### src/rtl/core/hufd_pkg.sv
// Shared types and constants of the Huffman tree stream decoder.
package hufd_pkg;

    localparam int TREE_BYTES = 512;
    localparam int TREE_AW    = $clog2(TREE_BYTES);
    // Child and table-limit arithmetic width: one bit above the 9-bit table index.
    localparam int IDX_W      = 10;
    localparam int LEN_W      = 25;
    localparam int BIT_CNT_W  = 5;

    localparam logic [IDX_W-1:0]     NODE_LIMIT_MAX = IDX_W'(TREE_BYTES);
    localparam logic [TREE_AW-1:0]   ROOT_NODE      = TREE_AW'(1);
    localparam logic [BIT_CNT_W-1:0] LAST_BIT       = BIT_CNT_W'(31);

    localparam logic CMD_TREE = 1'b0;
    localparam logic CMD_DATA = 1'b1;

    localparam logic MODE_NIBBLE = 1'b0;
    localparam logic MODE_BYTE   = 1'b1;

    localparam logic REG_MODE   = 1'b0;
    localparam logic REG_LENGTH = 1'b1;

    typedef enum logic [1:0] {
        ERR_NONE      = 2'd0,
        ERR_BAD_NODE  = 2'd1,
        ERR_EARLY_END = 2'd2
    } err_t;

    typedef enum logic [2:0] {
        ST_IDLE,
        ST_DESC,
        ST_SYM,
        ST_END,
        ST_FLUSH
    } state_t;

    typedef struct packed {
        logic        cmd;
        logic [8:0]  tree_index;
        logic [7:0]  tree_byte;
        logic [31:0] data_word;
        logic        final_word;
    } item_t;

    typedef struct packed {
        logic [7:0] out_byte;
        logic       last_of_word;
        logic       stream_done;
        logic [1:0] error_code;
    } result_t;

    // A result before its end-of-word flag is known.
    typedef struct packed {
        logic [7:0] out_byte;
        logic       stream_done;
        logic [1:0] error_code;
    } partial_t;

    typedef struct packed {
        logic     push;
        logic     flush;
        partial_t res;
    } gen_t;

endpackage

### src/rtl/core/hufd_out_stage.sv
// Result holding stage: holds back each result so the last of a word can be flagged.
module hufd_out_stage
    import hufd_pkg::*;
(
    input  logic    clk,
    input  logic    rst_n,
    input  gen_t    gen,
    output logic    ready,
    output logic    result_valid,
    input  logic    result_stall,
    output result_t result
);

    logic     hold_valid_reg, hold_valid_next;
    partial_t hold_reg, hold_next;
    logic     out_valid_reg, out_valid_next;
    result_t  out_reg, out_next;

    assign ready        = !hold_valid_reg || !out_valid_reg || !result_stall;
    assign result_valid = out_valid_reg;
    assign result       = out_reg;

    always_comb
    begin
        hold_valid_next = hold_valid_reg;
        hold_next       = hold_reg;
        out_valid_next  = out_valid_reg && result_stall;
        out_next        = out_reg;
        if (gen.push)
        begin
            // A newer result means the held one is not the last of its word.
            if (hold_valid_reg)
            begin
                out_valid_next = 1'b1;
                out_next       = '{hold_reg.out_byte, 1'b0, hold_reg.stream_done,
                                   hold_reg.error_code};
            end
            hold_valid_next = 1'b1;
            hold_next       = gen.res;
        end
        else if (gen.flush && hold_valid_reg)
        begin
            out_valid_next  = 1'b1;
            out_next        = '{hold_reg.out_byte, 1'b1, hold_reg.stream_done,
                                hold_reg.error_code};
            hold_valid_next = 1'b0;
        end
    end

    always_ff @(posedge clk or negedge rst_n)
    begin
        if (!rst_n)
        begin
            hold_valid_reg <= 1'b0;
            out_valid_reg  <= 1'b0;
        end
        else
        begin
            hold_valid_reg <= hold_valid_next;
            out_valid_reg  <= out_valid_next;
        end
    end

    always_ff @(posedge clk)
    begin
        hold_reg <= hold_next;
        out_reg  <= out_next;
    end

endmodule

### config.mk
export PLATFORM = sky130hd
export DESIGN_NAME = hufd_out_stage
export DESIGN_NICKNAME = d
export VERILOG_FILES = /design/src/rtl/core/hufd_pkg.sv /design/src/rtl/core/hufd_out_stage.sv
export SDC_FILE = /design/constraint.sdc
export NUM_CORES = 1
export LEC_CHECK = 0
export BUFFER_PORTS_ARGS = -buffer_cell sky130_fd_sc_hd__buf_2
export CAP_MARGIN = 30
export CORE_MARGIN = 4
export CORE_UTILIZATION = 45
export DETAILED_ROUTE_END_ITERATION = 7
export PLACE_DENSITY = 0.77
export SLEW_MARGIN = 10
export SYNTH_ARGS = -nofsm -noshare
export SYNTH_HDL_FRONTEND = slang
export SYNTH_SLANG_ARGS = --single-unit
### constraint.sdc
create_clock -name clk -period 1.5 [get_ports clk]
set_input_delay 0.15 -clock clk [delete_from_list [all_inputs] [get_ports clk]]
set_output_delay 0.15 -clock clk [all_outputs]
set_load 0.05 [all_outputs]
==> results of run 1 <==
## area by class of cell
type | count | area [µm²]
inverters | 2 | 7.51
repair buffers | 41 | 263
flip-flops and latches | 25 | 741
clock buffers | 4 | 26.3
multi-input cells | 4 | 25.0
well taps | 16 | 20.0
fillers | 102 | 477
## kinds of logic (layout without fill, tap and decap cells)
family | count (synthesis) | in the layout | synth area share (%)
AND/OR/NAND/NOR | 1 | 1 | 0.647
flip-flops | 25 | 25 | 95.8
AO/OA/AOI/OAI | 3 | 3 | 2.59
buffers and inverters | 2 | 47 | 0.971
## how the worst max path moves through the flow
stage,from,endpoint,slack (ns),cells past startpoint
2_1_floorplan,result_valid,ready,0.21,1
3_3_place_gp,hold_valid_reg,result[7],0.33,1
3_5_place_dp,hold_valid_reg,result[0],0.27,1
4_1_cts,hold_valid_reg,result[8],0.25,1
5_1_grt,hold_valid_reg,result[8],0.19,1
6_report,hold_valid_reg,result[9],0.27,1
## routing by layer
layer	vias up	share of wire [%]	GRT usage, %
met4	0	0.58	4.15
met2	20	52	16.3
met5	-	0	0
li1	211	-	-
met3	2	8.2	3.31
met1	195	39	10.4
## stage by stage
step           power [W]  worst slack (ns)  area (µm²)  hold WS [ns]  cells
5_1_grt          0.00139             0.189        1080        0.0101     92
6_report         0.00133             0.266        1080        0.0335     92
3_3_place_gp     0.00104             0.333         946       -0.0639     77
4_1_cts          0.00132             0.253         982       0.00718     82
2_1_floorplan   0.000985             0.210         773        -0.146     31
3_5_place_dp     0.00105             0.269         946       -0.0607     77
## repair_timing
action                                 4_1_cts  5_1_grt
hold buffers                                 1       10
buffers inserted                             0        0
endpoints found under the hold margin        2       10
## report_power, final
part	internal (W)	switching, W	total (W)
clock network	0.000103	0.000171	0.000274
registers	0.000827	0.0000142	0.000841
logic	0.0000591	0.000152	0.000211
total	0.000989	0.000338	0.00133
## synthesized netlist by cell type
| cell | n |
|---|---|
| inv_1 | 2 |
| o21ai_0 | 1 |
| a21o_1 | 1 |
| nand3_1 | 1 |
| dfrtp_1 | 2 |
| edfxtp_1 | 23 |
| o21a_1 | 1 |
## cell usage in the layout, fill, tap and decap left out, drive strengths merged
cell	synthesis	final
buf	0	30
edfxtp	23	23
nand3	1	1
inv	2	2
dfrtp	2	2
clkbuf	0	4
o21a	1	1
dlygate4sd3	0	11
a21o	1	1
o21ai	1	1
==> results.toml, run 1 <==
[worst_hold_path]
hold_depth = 1
hp-class = "in -> reg"
hold_path_end = "hold_reg[5]"
hp-start = "gen[5]"

[global_route]
grt_max_degree = 14
grt_pass1_wl_um = 1730
grt-ovfl-total = 0
grt_pass1_vias = 407
antenna_found_initial = 0
grt_usage_pct = 9.42

[cells_and_area]
largest_register_ffs = 12
final_layout_size_suffix_gt1_share_pct = 43.4
fin_util_pct = 69.4
area_delta_synth_final_pct = 40.0
final_nets = 93
antennaDiodeCount = 0

[synth]
syn_nets = 47
yosys_warnings = 0
seq_area_frac_synth_pct = 95.8
yosys-top-cells-area = "edfxtp_1 89%, dfrtp_1 6.5%, a21o_1 0.97%"
syn_inst = 31
synth_area_um2 = 773
synth_cell_types = 7
synth-seq-cells = 25
yosysTopAreaCellShare_pct = 89.3
synth_top_area_cell = "edfxtp_1"
avgSynthCellArea_um2 = 24.9

[critical_path]
rr_worst_depth = 1
path_class = "reg -> reg"
arrival_ns = 1.18
reg2reg_to = "result[9]"
end_kind = "register"
rrSetupSlack_ns = 0.27
r2r-start = "hold_valid_reg"
cp_num_buf_inv = 0
crit_family = "compound AO/OA/AOI/OAI gates"
required_ns = 1.45
crit_slowest_cell = "o21a_1"
worstPathCellList = "o21a_1"
critPathMaxFanout = 13
critical_path.startpoint_type = "register"
slowest_delay_ns = 0.49

[cts]
cts_tree = "built"
root_buffer = "clkbuf_4"
clk_path_buf_depth = 2
clk_pin_slew_ns = 0.12
cts-resized-gates = 0
htreeDepth = 1
cts_inserted_buffers = 3
cts_num_sinks = 25
clock_latency_ns = 0.30

[route]
avgRoutedWirePerCell_um = 13.1
wl_um = 1200
dr.pass1.iters = 4
ant_nets = 0
vias = 428
drcViolationCount = 0
drt_iter0_drc = 10
via_per_inst = 4.65

[timing]
fin_setup_tns_ns = 0
worst_pin_slew_ns = 0.558
post-route-min-period_ns = 1.23
setup_viol = 0
final_max_slew_viol_count = 0
fin_skew_ns = 0.00469
fin_crit_sh_pct = 82.3
slew_headroom_pct = 62.8
final-hold-violation-count = 0
max_freq_ghz = 0.810
grt_setup_unrepaired = "no"

[power]
leakage_nw = 0.448
p_per_area_mw_per_mm2 = 1230
peakVddDrop_v = 0.000794

[floorplanning]
start_util_pct = 49.6
die_w_um = 49.5
die_area_mm2 = 0.00245
io_pins = 30
rows = 14
die_y_um = 49.5
core_mm2 = 0.00156

[placement]
portBuffers = 29
place.gp.congestion = 0.664

[job]
drv_cap = 0

[outcome]
outcome = "completed"
No activity file was read; power rests on OpenSTA's default activity.
==> run 2: changes to the inputs <==
--- a/config.mk
+++ b/config.mk
@@ -5,12 +5,13 @@
 export SDC_FILE = /design/constraint.sdc
 export NUM_CORES = 1
 export LEC_CHECK = 0
+export ABC_AREA = 1
 export BUFFER_PORTS_ARGS = -buffer_cell sky130_fd_sc_hd__buf_2
 export CAP_MARGIN = 30
 export CORE_MARGIN = 4
 export CORE_UTILIZATION = 45
 export DETAILED_ROUTE_END_ITERATION = 7
-export PLACE_DENSITY = 0.77
+export PLACE_DENSITY = 0.76
 export SLEW_MARGIN = 10
 export SYNTH_ARGS = -nofsm -noshare
 export SYNTH_HDL_FRONTEND = slang
==> constraint.sdc (replaced) <==
create_clock -name clk -period 1.2 [get_ports clk]
set_input_delay 0.12 -clock clk [delete_from_list [all_inputs] [get_ports clk]]
set_output_delay 0.12 -clock clk [all_outputs]
set_load 0.05 [all_outputs]
==> results.toml, run 2 <==
[synth]
synth_cell_types = 7
yosysMostFrequentCell = "edfxtp_1"
synth_edf_count = 23
synth_area_um2 = 782
seq_area_frac_synth_pct = 94.7
synth_top_area_cell = "edfxtp_1"
synthTopCellsByCount = "23 x edfxtp_1, 2 x dfrtp_1, 2 x inv_1, 2 x nand2_1, 2 x o21ai_2"
syn_nets = 49
avgSynthCellArea_um2 = 23.7
synth_flop_cell = "edfxtp_1"
yosysTopAreaCellShare_pct = 88.3
yosys_warnings = 0
synth-async-reset-ratio_pct = 8.00
yosys-top-cells-area = "edfxtp_1 88%, dfrtp_1 6.4%, o21ai_2 2.2%"
synth-seq-cells = 25
syn_inst = 33

[floorplanning]
die_area_mm2 = 0.00247
start_util_pct = 49.6
io_pins = 30
rows = 14
die_y_um = 49.7
core_mm2 = 0.00158
die_w_um = 49.7

[route]
via_per_inst = 4.60
wl_um = 1290
vias = 455
dr.pass1.iters = 4
drt_iter0_drc = 10
drcViolationCount = 0
ant_nets = 0
avgRoutedWirePerCell_um = 13.1

[cts]
clk_pin_slew_ns = 0.11
htreeDepth = 1
clock_latency_ns = 0.30
clk_path_buf_depth = 2
root_buffer = "clkbuf_4"
cts_tree = "built"
cts_num_sinks = 25
cts_inserted_buffers = 3

[timing]
fin_skew_ns = 0.000708
fin_setup_tns_ns = 0
max_freq_ghz = 0.883
post-route-min-period_ns = 1.13
final_max_slew_viol_count = 0
fin_ws_ns = 0.0675
hold_ws_ns = 0.0532
setup_viol = 0
fin_crit_sh_pct = 94.4
grt_setup_unrepaired = "no"
final-hold-violation-count = 0
worst_pin_slew_ns = 0.252
slew_headroom_pct = 83.3

[worst_hold_path]
hold_path_end = "result_valid"
hp-class = "in -> reg"
hp-start = "result_stall"
hold_depth = 3

[cells_and_area]
fin_util_pct = 73.2
final_nets = 100
final_layout_size_suffix_gt1_share_pct = 48.2
antennaDiodeCount = 0
area_delta_synth_final_pct = 47.5
multi_input_area_um2 = 35.0
final_common_cell = "buf_2"
fin_area_mm2 = 0.00115
mostFrequentLayoutCells = "28 x buf_2, 23 x edfxtp_1, 13 x dlygate4sd3_1"
fillers = 100
largest_register_ffs = 12
seq_area_um2 = 741

[critical_path]
required_ns = 1.08
critPathMaxFanout = 3
rrSetupSlack_ns = 0.12
reg2reg_to = "result[5]"
end_kind = "output port"
arrival_ns = 1.01
r2r-start = "hold_valid_reg"
path_class = "reg -> out"
critical_path.startpoint_type = "register"
rr_worst_depth = 4

[placement]
portBuffers = 29
dp_worst_setup_slack_ns = 0.189
place.gp.congestion = 0.738
dpl-instance-area_um2 = 980

[global_route]
grt_usage_pct = 11.8
antenna_found_initial = 0
grt-ovfl-total = 0
grt_max_degree = 14
grt_pass1_vias = 454
grt_pass1_wl_um = 2070

[power]
p_per_area_mw_per_mm2 = 1460
leakage_nw = 0.483
power_switching_w = 0.000428
power.share.combinational_pct = 17.6
clockPowerShare_pct = 20.1
p_seq_share_pct = 62.3
internal_power_w = 0.00126
peakVddDrop_v = 0.000998
switching_share_pct = 25.4

[job]
drv_cap = 0

[outcome]
outcome = "completed"
-- run 2: cell types whose count changed in the layout (fill, tap and decap cells not counted), sizes merged --
cell         previous run  this run
dlygate4sd3            11        13
o21ai                   1         2
o21a                    1         0
nand2                   0         2
a21o                    1         0
clkbuf                  4         5
buf                    30        32
inv                     2         3
-- run 2: layout make-up --
class	count	share of cell area [%]
Sequential cell	25	64.2
Clock buffer	4	2.28
Timing Repair Buffer	46	27.8
Tap cell	16	1.74
Inverter	3	0.976
Multi-Input combinational cell	5	3.04
-- run 2: cells by family (layout without fill, tap and decap cells) --
| logic type | count (synthesis) | in the layout | share of synthesized area (%) |
|---|---|---|---|
| AO/OA/AOI/OAI | 2 | 2 | 2.24 |
| flip-flops | 25 | 25 | 94.7 |
| buffers and inverters | 3 | 53 | 1.44 |
| AND/OR/NAND/NOR | 3 | 3 | 1.60 |
-- run 2: worst max-delay path by stage --
| stage | startpoint | to | slack (ns) | cells past startpoint |
|---|---|---|---|---|
| 2_1_floorplan | result_valid | ready | 0.08 | 1 |
| 3_3_place_gp | hold_valid_reg | result[11] | 0.23 | 3 |
| 3_5_place_dp | hold_valid_reg | result[5] | 0.19 | 3 |
| 4_1_cts | hold_valid_reg | ready | 0.02 | 2 |
| 5_1_grt | result_valid | ready | 0.02 | 2 |
| 6_report | result_valid | ready | 0.07 | 2 |
-- run 2: stage by stage --
step,cells,total power (W)
6_report,99,0.00169
5_1_grt,99,0.00176
4_1_cts,97,0.00169
3_5_place_dp,80,0.00133
3_3_place_gp,80,0.00132
2_1_floorplan,33,0.00124
-- run 2: repair_timing --
item	4_1_cts	5_1_grt
buffers inserted	0	2
gates resized for setup	0	1
hold endpoints to repair	14	0
setup endpoints to repair	0	1
hold buffers	13	0
-- run 2: power by group through the flow --
stage / logic [W] / clock network [W] / registers (W)
floorplan: 0.0000301 / 0 / 0.00121
global placement: 0.000251 / 0 / 0.00107
detailed placement: 0.000255 / 0 / 0.00107
CTS: 0.000287 / 0.000351 / 0.00105
global route: 0.000311 / 0.000392 / 0.00106
finish: 0.000297 / 0.000339 / 0.00105
-- run 2: critical path, cell delays in order, from the launching register on --
cell and delay, ns:
dfrtp_1 0.42, nand3_2 0.07, clkbuf_4 0.22
-- run 2: metal layers --
layer	track usage, %	vias up	share of wire [%]
met5	0	-	0
met4	7.37	0	3.6
met3	2.71	4	6.5
met2	19.4	20	53
met1	13.8	207	37
li1	-	224	-
